--- config.mk ---
export PLATFORM = sky130hd
export DESIGN_NAME = rgba8_pixel_format_converter
export DESIGN_NICKNAME = d
export VERILOG_FILES = /design/src/rtl/rgba8_pkg.sv /design/src/rtl/rgba8_pixel_format_converter.sv
export SDC_FILE = /design/constraint.sdc
export NUM_CORES = 1
export LEC_CHECK = 0
export BUFFER_PORTS_ARGS = -buffer_cell sky130_fd_sc_hd__buf_2
export CAP_MARGIN = 20
export CORE_AREA = 2 2 247 127
export DETAILED_ROUTE_END_ITERATION = 12
export DIE_AREA = 0 0 249 129
export PLACE_DENSITY = 0.77
export SYNTH_ARGS = -nofsm -noshare
export SYNTH_HDL_FRONTEND = slang
export SYNTH_SLANG_ARGS = --single-unit
--- constraint.sdc ---
create_clock -name clk -period 24.8 [get_ports clk]
set_input_delay 0 -clock clk [delete_from_list [all_inputs] [get_ports clk]]
set_output_delay 0 -clock clk [all_outputs]
set_load 0.05 [all_outputs]
--- src/rtl/rgba8_pkg.sv ---
// Package with the pixel transaction types, format codes and channel rounding functions.
`default_nettype none

package rgba8_pkg;

    typedef enum logic [2:0] {
        FMT_PASS = 3'd0,
        FMT_4444 = 3'd1,
        FMT_1555 = 3'd2,
        FMT_BGRA = 3'd3,
        FMT_RGB8 = 3'd4
    } fmt_t;

    typedef struct packed {
        logic [7:0] red;
        logic [7:0] green;
        logic [7:0] blue;
        logic [7:0] alpha;
        logic       last_pixel;
    } pixel_in_t;

    typedef struct packed {
        logic [31:0] packed_pixel;
        logic [2:0]  byte_count;
        logic        last_out;
    } pixel_out_t;

    localparam logic [2:0] BYTES_2 = 3'd2;
    localparam logic [2:0] BYTES_3 = 3'd3;
    localparam logic [2:0] BYTES_4 = 3'd4;

    // Rounds an 8-bit channel to 4 bits: round(c*15/255) equals floor((c+8)/17).
    // The quotient comes from a multiply by 15/256 with one correction step.
    function automatic logic [3:0] to4(input logic [7:0] c);
        logic [8:0]  x;
        logic [12:0] prod;
        logic [4:0]  q;
        logic [9:0]  rem;
        x    = {1'b0, c} + 9'd8;
        prod = {4'd0, x} * 13'd15;
        q    = prod[12:8];
        rem  = {1'b0, x} - ({5'd0, q} * 10'd17);
        if (rem >= 10'd17)
        begin
            q = q + 5'd1;
        end
        return q[3:0];
    endfunction

    // Rounds an 8-bit channel to 5 bits: floor((62*c + 255) / 510).
    // The quotient comes from a multiply by 257/2^17 with one correction step.
    function automatic logic [4:0] to5(input logic [7:0] c);
        logic [13:0] x;
        logic [22:0] prod;
        logic [5:0]  q;
        logic [14:0] rem;
        x    = ({6'd0, c} * 14'd62) + 14'd255;
        prod = {9'd0, x} * 23'd257;
        q    = prod[22:17];
        rem  = {1'b0, x} - ({9'd0, q} * 15'd510);
        if (rem >= 15'd510)
        begin
            q = q + 6'd1;
        end
        return q[4:0];
    endfunction

endpackage

`default_nettype wire

--- src/rtl/rgba8_pixel_format_converter.sv ---
// Top level of the RGBA8 pixel format converter.
`default_nettype none

// The converter takes one RGBA8 pixel per transaction and returns one packed
// pixel per transaction, in the format selected by the format register
// (0 passthrough RGBA8, 1 B4G4R4A4, 2 A1R5G5B5, 3 B8G8R8A8, 4 R8G8B8; codes 5
// to 7 behave as passthrough). Reduced channels are rounded to nearest exactly.
// The block is a two-register pipeline: an input register and a result
// register with the rounding and packing logic between them. It accepts one
// pixel every clock cycle while the output side keeps taking results. An
// accepted pixel is rounded and packed from the input register into the
// result register, from which it is offered on the output. Both stages stall
// in place when the output is held off, so the block holds at most two pixels
// and no transaction is lost. The configuration register is always ready and
// should be written only while the pipeline holds no pixels; it takes effect
// for the next pixel accepted.
module rgba8_pixel_format_converter (
    input  wire logic                  clk,
    input  wire logic                  rst_n,
    input  wire logic                  cfg_valid,
    output logic                       cfg_ready,
    input  wire logic [2:0]            cfg_data,
    input  wire logic                  in_valid,
    output logic                       in_ready,
    input  wire rgba8_pkg::pixel_in_t  in_data,
    output logic                       out_valid,
    input  wire logic                  out_ready,
    output rgba8_pkg::pixel_out_t      out_data
);
    import rgba8_pkg::*;

    fmt_t       fmt_reg;
    logic       s0_valid_reg;
    pixel_in_t  s0_data_reg;
    logic       out_valid_reg;
    pixel_out_t out_data_reg;
    pixel_out_t out_data_next;
    logic       adv_out;
    logic       adv_in;

    // The result register takes a new value when it is empty or being drained.
    assign adv_out   = !out_valid_reg || out_ready;
    // The input register can load when empty or when its pixel moves on.
    assign in_ready  = !s0_valid_reg || adv_out;
    assign adv_in    = in_valid && in_ready;
    assign cfg_ready = 1'b1;
    assign out_valid = out_valid_reg;
    assign out_data  = out_data_reg;

    always_ff @(posedge clk or negedge rst_n)
    begin
        if (!rst_n)
        begin
            fmt_reg <= FMT_PASS;
        end
        else if (cfg_valid)
        begin
            fmt_reg <= fmt_t'(cfg_data);
        end
    end

    always_ff @(posedge clk or negedge rst_n)
    begin
        if (!rst_n)
        begin
            s0_valid_reg  <= 1'b0;
            out_valid_reg <= 1'b0;
        end
        else
        begin
            if (in_ready)
            begin
                s0_valid_reg <= in_valid;
            end
            if (adv_out)
            begin
                out_valid_reg <= s0_valid_reg;
            end
        end
    end

    always_ff @(posedge clk)
    begin
        if (adv_in)
        begin
            s0_data_reg <= in_data;
        end
        if (adv_out && s0_valid_reg)
        begin
            out_data_reg <= out_data_next;
        end
    end

    // Rounding and packing of the pixel held in the input register.
    always_comb
    begin
        out_data_next.last_out = s0_data_reg.last_pixel;
        case (fmt_reg)
            FMT_4444:
            begin
                out_data_next.packed_pixel = {16'd0, to4(s0_data_reg.blue),
                    to4(s0_data_reg.green), to4(s0_data_reg.red), to4(s0_data_reg.alpha)};
                out_data_next.byte_count   = BYTES_2;
            end
            FMT_1555:
            begin
                out_data_next.packed_pixel = {16'd0, 1'b1, to5(s0_data_reg.red),
                    to5(s0_data_reg.green), to5(s0_data_reg.blue)};
                out_data_next.byte_count   = BYTES_2;
            end
            FMT_BGRA:
            begin
                out_data_next.packed_pixel = {s0_data_reg.alpha, s0_data_reg.red,
                    s0_data_reg.green, s0_data_reg.blue};
                out_data_next.byte_count   = BYTES_4;
            end
            FMT_RGB8:
            begin
                out_data_next.packed_pixel = {8'd0, s0_data_reg.blue,
                    s0_data_reg.green, s0_data_reg.red};
                out_data_next.byte_count   = BYTES_3;
            end
            default:
            begin
                // Passthrough, which also covers the unassigned format codes.
                out_data_next.packed_pixel = {s0_data_reg.alpha, s0_data_reg.blue,
                    s0_data_reg.green, s0_data_reg.red};
                out_data_next.byte_count   = BYTES_4;
            end
        endcase
    end

endmodule

`default_nettype wire
==> results.toml, run 1 <==
[status]
status = "completed"

[global_route]
antenna_found_initial = 0
overflow = 0
grt_usage_pct = 31.48
first_global_vias = 15275
grt_pass1_wl_um = 80610
grt_max_degree = 37

[sta]
fin_crit_ps = 14220
rsz0062_at_grt = "no"
setup_slack_ps = 10580
fin_crit_sh_pct = 57.34
final-max-slew-violation-count = 0
finalSetupTns_ps = 0
finalClockSkew_ps = 7.666
tightestPinTransition_ps = 996.6
hold_violations = 0
slew_headroom_pct = 33.56
final-setup-viol-count = 0
max_freq_mhz = 70.32
whs_ps = 362.5

[yosys]
synth_area_leaders = "ha_1 25%, fa_1 16%, edfxtp_1 11%, inv_1 6.6%, xnor2_1 5.8%"
synth_edf_count = 69
syn_area_sq_um = 18700
ys_top_cells_by_count = "378 x ha_1, 330 x inv_1, 150 x fa_1"
synth-async-reset-ratio_pct = 6.757
avgSynthCellArea_sq_um = 9.018
syn_nets = 2643
ys_types = 101
synth-seq-area-share_pct = 11.75
synth-main-ff-cell = "edfxtp_1"
synth_top_cell_area_share_pct = 25.29
synth_area_leader_cell = "ha_1"
yosysWarnings = 0
synth-seq-cells = 74
synth_most_common_cell = "ha_1"
syn-instance-count = 2074

[clocking]
cts_made_buffers = 9
cts.clk_slew.worst_paths_ps = 60
cts_tree = "done"
cts_resized = 0
root_buffer = "clkbuf_16"
clk_latency_ps = 350
clock-sinks = 74
clock_path_buffers = 2
cts_max_level = 3

[setup_path]
path_class = "reg2reg"
crit_fanout = 11
slowest_stage = "edfxtp_1"
cpMostUsedCell = "inv_1"
max_stage_delay_ps = 700
cp-end-kind = "register"
reg2reg_depth = 51
start_kind = "register"
arrival_ps = 14290
critPathRequiredTime_ps = 24870

[die]
die_y_um = 129
ios = 80
die_area_sq_um = 32120
die_width_um = 249
start_util_pct = 62.56
core_sq_um = 29900
num_rows = 45

[routing]
vias_per_cell = 6.068
antenna_left = 0
vias = 15758
drt_iter0_drc = 1494
route.detailed.drc = 0
dr.pass1.iters = 6
finalWirelength_um = 49300
wl_per_cell_um = 18.98

[placed_design]
dp_slack_ps = 11130
dp_hpwl_um = 40810
gp_congestion = 0.9255
portBuffers = 78

[finish]
antenna_cells = 0
nets = 2762
fillCellCount = 2325
syn_to_final_growth_pct = 8.556
regArea_sq_um = 2197
fin_util_pct = 67.91
drive_above_1_share_pct = 6.642
largest_register_ffs = 36
multi_input_area_sq_um = 15170

[min_path]
worstHoldPathType = "in2reg"
min_delay_path_depth = 2

[job]
drv_cap = 0
path summary, 6_finish.rpt:
| path | from | end | slack, ps |
|---|---|---|---|
| min | in_data[25] | s0_data_reg[25]$_DFFE_PP_ | 360 |
| min in group asynchronous | rst_n | out_valid$_DFFE_PN0P_ | 600 |
| max in group asynchronous | rst_n | s0_valid_reg$_DFFE_PN0N_ | 23980 |
| min reg2reg | out_data_next[0]$_DFFE_PP_ | out_data[0]$_DFFE_PP_ | 430 |
| max reg2reg | s0_data_reg[12]$_DFFE_PP_ | out_data[5]$_DFFE_PP_ | 10580 |
| max | s0_data_reg[12]$_DFFE_PP_ | out_data[5]$_DFFE_PP_ | 10580 |
metrics by stage:
stage               area [sq um]  cells
floorplan                  18700   2074
global placement           19510   2534
detailed placement         19510   2534
CTS                        20300   2597
global route               20300   2597
finish                     20300   2597
final cells by class:
class                      count  area share, %
clock inverter                 5         0.3882
tap                          399          2.459
clock buffer                  11          1.196
sequential                    74          10.82
timing repair buffer         126          4.277
multi-input combinational   1651          74.74
inverter                     331          6.119
metal layers:
metal  vias to the layer above  track usage [%]  wire length [um]
li1                       7473                -                 -
met1                      7494            47.95             24010
met2                       692            43.65             19020
met3                        99            7.303              4900
met4                         0            9.768              1370
met5                         -                0                 0
critical path: cells and delay by family, from the launching register on:
family / cells / cell delay, ps
buffers and inverters: 8 / 1210
muxes: 1 / 390
and+or+nand+nor: 14 / 3210
AOI/OAI and AO/OA: 12 / 2320
DFF: 1 / 700
xor gates and xnor gates: 4 / 1080
adders and majority gates: 12 / 5020
what timing repair did:
action / in CTS / in global routing
hold endpoints to repair: 43 / 0
buffers inserted: 0 / 0
hold buffers: 47 / 0
logic make-up after synthesis:
group | Yosys count | share of synthesized area [%]
multiplexers | 18 | 1.003
adder cells (fa/ha/maj) | 528 | 41.34
XOR/XNOR | 198 | 9.526
flip-flops | 74 | 11.75
buffers and inverters | 349 | 7.131
AND/OR/NAND/NOR | 474 | 13.36
other | 1 | 0.02005
AO/OA/AOI/OAI | 432 | 15.87
cells in the final DEF, fill, tap and decap left out, types with 20 or more instances in the layout:
master / instances
nand2_1: 80
nor3_1: 53
a21oi_1: 98
o22ai_1: 21
nor2b_1: 20
a21o_1: 32
o21ai_0: 66
edfxtp_1: 69
nand2b_1: 24
a211oi_1: 20
dlygate4sd3_1: 47
buf_2: 78
nand3_1: 44
nor2_1: 118
xnor2_1: 123
o21a_1: 35
inv_1: 330
ha_1: 378
fa_1: 150
o21bai_1: 22
xor2_1: 72
Power of run 1 is left out: the tool's default activity adds up to more than one toggle a clock period on the data nets, which glitch-free logic cannot reach.
==> run 2, diff against run 1 <==
Settings changed: CORE_AREA 2 2 247 127 to 2 2 255 131, DIE_AREA 0 0 249 129 to 0 0 257 133, PLACE_DENSITY 0.77 to 0.75.
Clock period 24.8 ns to 12.7 ns, I/O delays scaled along.
==> run 2 against run 1 <==
Against the previous run:
- clock skew is 11 ps higher
- routed wire length is 4.4% higher
- die area rose by 6.4%
- sequential share of layout area is 0.54 points lower
- global-route usage fell by 1.2 points
- via count grew 2.4%
- fmax is 15% higher
- critical path depth down 1
- sequential cell count did not move
- count of clock-buffer cells in the layout fell by 1
==> results.toml, run 2 (synthesized netlist as in run 1, its figures left out) <==
[setup_path]
crit_fanout = 8
cpMostUsedCell = "inv_1"
start_kind = "register"
max_stage_delay_ps = 610
cp-end-kind = "register"
slowest_stage = "fa_2"
critPathRequiredTime_ps = 12800
r2r_start = "s0_data_reg[11]$_DFFE_PP_"
reg2reg_depth = 50
arrival_ps = 12410
r2r-end = "out_data[8]$_DFFE_PP_"
path_class = "reg2reg"
reg2reg_slack_ps = 380

[routing]
antenna_left = 0
drt_iter0_drc = 1626
dr.pass1.iters = 6
finalWirelength_um = 51480
vias = 16134
route.detailed.drc = 0
wl_per_cell_um = 18.89
vias_per_cell = 5.921

[job]
drv_cap = 0

[global_route]
first_global_vias = 15302
grt_usage_pct = 30.27
overflow = 0
grt_pass1_wl_um = 81900
antenna_found_initial = 1
grt_max_degree = 37

[sta]
setup_slack_ps = 383.5
fin_crit_ps = 12320
final-setup-viol-count = 0
fin_crit_sh_pct = 96.98
finalClockSkew_ps = 18.56
final-max-slew-violation-count = 0
hold_violations = 0
slew_headroom_pct = 28.40
tightestPinTransition_ps = 1061
max_freq_mhz = 81.19

[die]
die_area_sq_um = 34180
num_rows = 47
start_util_pct = 57.93
die_width_um = 257
ios = 80
core_sq_um = 32280
die_y_um = 133

[status]
status = "completed"

[min_path]
min_delay_path_depth = 2
hold_end = "s0_data_reg[9]$_DFFE_PP_"
worstHoldStart = "in_data[9]"
worstHoldPathType = "in2reg"

[clocking]
cts_max_level = 3
clock-sinks = 74
cts_tree = "done"
root_buffer = "clkbuf_16"
cts_made_buffers = 9
clk_latency_ps = 370
cts.clk_slew.worst_paths_ps = 80
clock_path_buffers = 2

[placed_design]
dp_hpwl_um = 42420
portBuffers = 78
gp_congestion = 0.9838
dp_slack_ps = -99.98
postPlaceCellArea_sq_um = 20020

[finish]
largest_register_ffs = 36
drive_above_1_share_pct = 12.88
syn_to_final_growth_pct = 14.29
regArea_sq_um = 2197
layout_commonest_cell = "ha_1"
nets = 2847
multi_input_area_sq_um = 15570
final_cell_mix = "378 x ha_1, 324 x inv_1, 143 x fa_1"
fin_util_pct = 66.21
fillCellCount = 2511
finalInstanceArea_sq_um = 21380
[run 2: layer usage]
metal	track usage [%]	share of wire, %
met1	48.00	49
met2	41.14	39
met3	7.088	9.4
met4	5.879	2.2
met5	0	0
[run 2: cell type report]
class,count,share of cell area (%)
antenna,1,0.01171
clock inverter,6,0.3102
multi-input combinational,1651,72.85
sequential,74,10.28
clock buffer,10,1.071
inverter,331,5.848
tap,441,2.581
timing repair buffer,211,7.048
[run 2: worst max-delay path, delay by kind of cell, from the launching register on]
family	cells	cell delay (ps)
buffers and inverters	11	1180
adder cells (fa/ha/maj)	12	5090
AND/OR/NAND/NOR	9	1880
XOR/XNOR	5	1420
flip-flops	1	450
AO/OA/AOI/OAI	13	2010
[run 2: metrics by stage]
stage	cells	hold WS (ps)	setup TNS, ps
2_1_floorplan	2074	-295.6	0
3_5_place_dp	2637	-169.1	-250.6
3_3_place_gp	2637	-172.7	0
4_1_cts	2700	328.3	0
5_1_grt	2725	338.7	-516.6
6_report	2725	331.9	0
[run 2: worst max-delay path by stage]
stage | to | start | slack (ps)
after floorplan | out_data[17]$_DFFE_PP_ | s0_data_reg[27]$_DFFE_PP_ | 540
after global placement | out_data[10]$_DFFE_PP_ | s0_data_reg[18]$_DFFE_PP_ | 70
after detailed placement | out_data[9]$_DFFE_PP_ | s0_data_reg[18]$_DFFE_PP_ | -100
after CTS | out_data[9]$_DFFE_PP_ | s0_data_reg[18]$_DFFE_PP_ | 0.7
after global routing | out_data[8]$_DFFE_PP_ | s0_data_reg[10]$_DFFE_PP_ | -130
final | out_data[8]$_DFFE_PP_ | s0_data_reg[11]$_DFFE_PP_ | 380
[run 2: timing repair]
| action | in CTS | in global routing |
|---|---|---|
| resized for setup | 4 | 73 |
| setup buffers | 0 | 24 |
| hold buffers | 47 | 0 |
| gates cloned | 0 | 0 |
| hold endpoints to repair | 43 | 0 |
| endpoints found under the setup margin | 5 | 15 |
| pin swaps | 1 | 14 |
Power of run 2 is left out for the same reason.
==> run 3, diff against run 2 <==
Settings changed: CELL_PAD_IN_SITES_DETAIL_PLACEMENT from default to 1, CELL_PAD_IN_SITES_GLOBAL_PLACEMENT from default to 2, CORE_AREA 2 2 255 131 to 2 2 321 164, DIE_AREA 0 0 257 133 to 0 0 323 166.
==> run 3 against run 2 <==
Against the previous run:
- design area up 2.2%
- worst hold slack worse by 1.7 ps
- utilization down 23 points
- sequential share of layout area down 0.22 points
- clock skew down 8.4 ps
- count of clock-buffer cells in the layout down 1
- fmax up 0.58%
- critical path type unchanged
==> results.toml, run 3 (synthesized netlist as in run 1, its figures left out) <==
[status]
status = "completed"

[clocking]
cts_made_buffers = 9
clock-sinks = 74
clk_latency_ps = 370
cts_max_level = 3
cts.clk_slew.worst_paths_ps = 70
root_buffer = "clkbuf_16"
cts_tree = "done"
clock_path_buffers = 2

[sta]
setup_slack_ps = 455.1
final-max-slew-violation-count = 0
hold_violations = 0
tightestPinTransition_ps = 1056
fin_crit_sh_pct = 96.42
max_freq_mhz = 81.67
finalClockSkew_ps = 10.18
final-setup-viol-count = 0
slew_headroom_pct = 29.60
fin_crit_ps = 12240

[placed_design]
gp_congestion = 0.8605
portBuffers = 78
dp_slack_ps = -208.8
dp_hpwl_um = 49330
postPlaceCellArea_sq_um = 20450

[global_route]
antenna_found_initial = 1
overflow = 0
grt_usage_pct = 21.62
grt_max_degree = 37
first_global_vias = 16137
grt_pass1_wl_um = 91920

[die]
ios = 80
die_area_sq_um = 53620
start_util_pct = 36.61
die_y_um = 166
die_width_um = 323
num_rows = 59
core_sq_um = 51080

[routing]
vias = 15779
route.detailed.drc = 0
route.met3.wl_um = 1951
wl_met2_um = 23550
dr.pass1.iters = 5
drt_iter0_drc = 816
wl_per_cell_um = 19.47
antenna_left = 0
vias_per_cell = 5.267
routedLengthMet1_um = 32360
finalWirelength_um = 58350
top_layer = "met4"

[finish]
syn_to_final_growth_pct = 16.80
finalInstanceArea_sq_um = 21840
drive_above_1_share_pct = 13.91
nets = 2858
final_cell_mix = "376 x ha_1, 326 x inv_1, 142 x fa_1"
layout_commonest_cell = "ha_1"
largest_register_ffs = 36

[setup_path]
start_kind = "register"
r2r-end = "out_data[16]$_DFFE_PP_"
critPathRequiredTime_ps = 12780
cpMostUsedCell = "ha_1"
r2r_start = "s0_data_reg[27]$_DFFE_PP_"
reg2reg_depth = 49
setup.worst_path.end = "out_data[16]$_DFFE_PP_"
crit_fanout = 7
slowest_stage = "fa_2"
arrival_ps = 12320
cp-end-kind = "register"
reg2reg_slack_ps = 460
max_stage_delay_ps = 630
path_class = "reg2reg"
crit_path_start = "s0_data_reg[27]$_DFFE_PP_"

[job]
drv_cap = 0

[min_path]
min_delay_path_depth = 2
worstHoldPathType = "in2reg"
worstHoldStart = "in_data[24]"
[run 3: repair_timing]
| action | 4_1_cts | 5_1_grt |
|---|---|---|
| pin swaps | 0 | 21 |
| endpoints found under the hold margin | 43 | 0 |
| hold buffers | 47 | 0 |
| setup endpoints to repair | 4 | 15 |
| resized for setup | 4 | 89 |
| buffers inserted | 0 | 20 |
[run 3: area by class of cell]
class / count / area, sq um
tap: 701 / 877.1
antenna: 1 / 2.502
multi-input combinational: 1651 / 15630
inverter: 331 / 1246
clock buffer: 9 / 225.2
clock inverter: 7 / 43.79
sequential: 74 / 2197
fill: 5931 / 29240
timing repair buffer: 222 / 1622
[run 3: per-layer routing]
metal / vias to the layer above / global-route usage [%]
met1: 7881 / 35.70
met4: 0 / 2.892
li1: 7648 / -
met3: 35 / 2.512
met5: - / 0
met2: 215 / 29.94
[run 3: how the worst min path moves through the flow]
| stage | end | slack, ps |
|---|---|---|
| 4_1_cts | out_data_next[0]$_DFFE_PP_ | 310 |
| 3_3_place_gp | s0_valid_reg$_DFFE_PN0N_ | -180 |
| 6_report | s0_data_reg[24]$_DFFE_PP_ | 330 |
| 2_1_floorplan | fmt_reg[0]$_DFFE_PN0P_ | -300 |
| 3_5_place_dp | s0_valid_reg$_DFFE_PN0N_ | -180 |
| 5_1_grt | s0_data_reg[5]$_DFFE_PP_ | 330 |
[run 3: worst max-delay path, delay by kind of cell (launching register included)]
family                   cells  cell delay (ps)
flip-flops                   1              410
AO/OA/AOI/OAI               16             3200
XOR/XNOR                     4             1020
multiplexers                 1              160
AND/OR/NAND/NOR              7              980
buffers and inverters        9             1030
adder cells (fa/ha/maj)     12             5140
[run 3: through the flow]
step                      util (%)  setup TNS [ps]  instances  hold slack, ps
final                        42.76               0       2996           330.3
after global routing         42.76          -838.8       2995           327.4
after CTS                    41.52               0       2974           312.8
after detailed placement     40.04          -208.8       2911          -178.3
after global placement       40.04               0       2911          -179.8
after floorplan                  -               0       2074          -295.6
Power of run 3 is left out for the same reason.
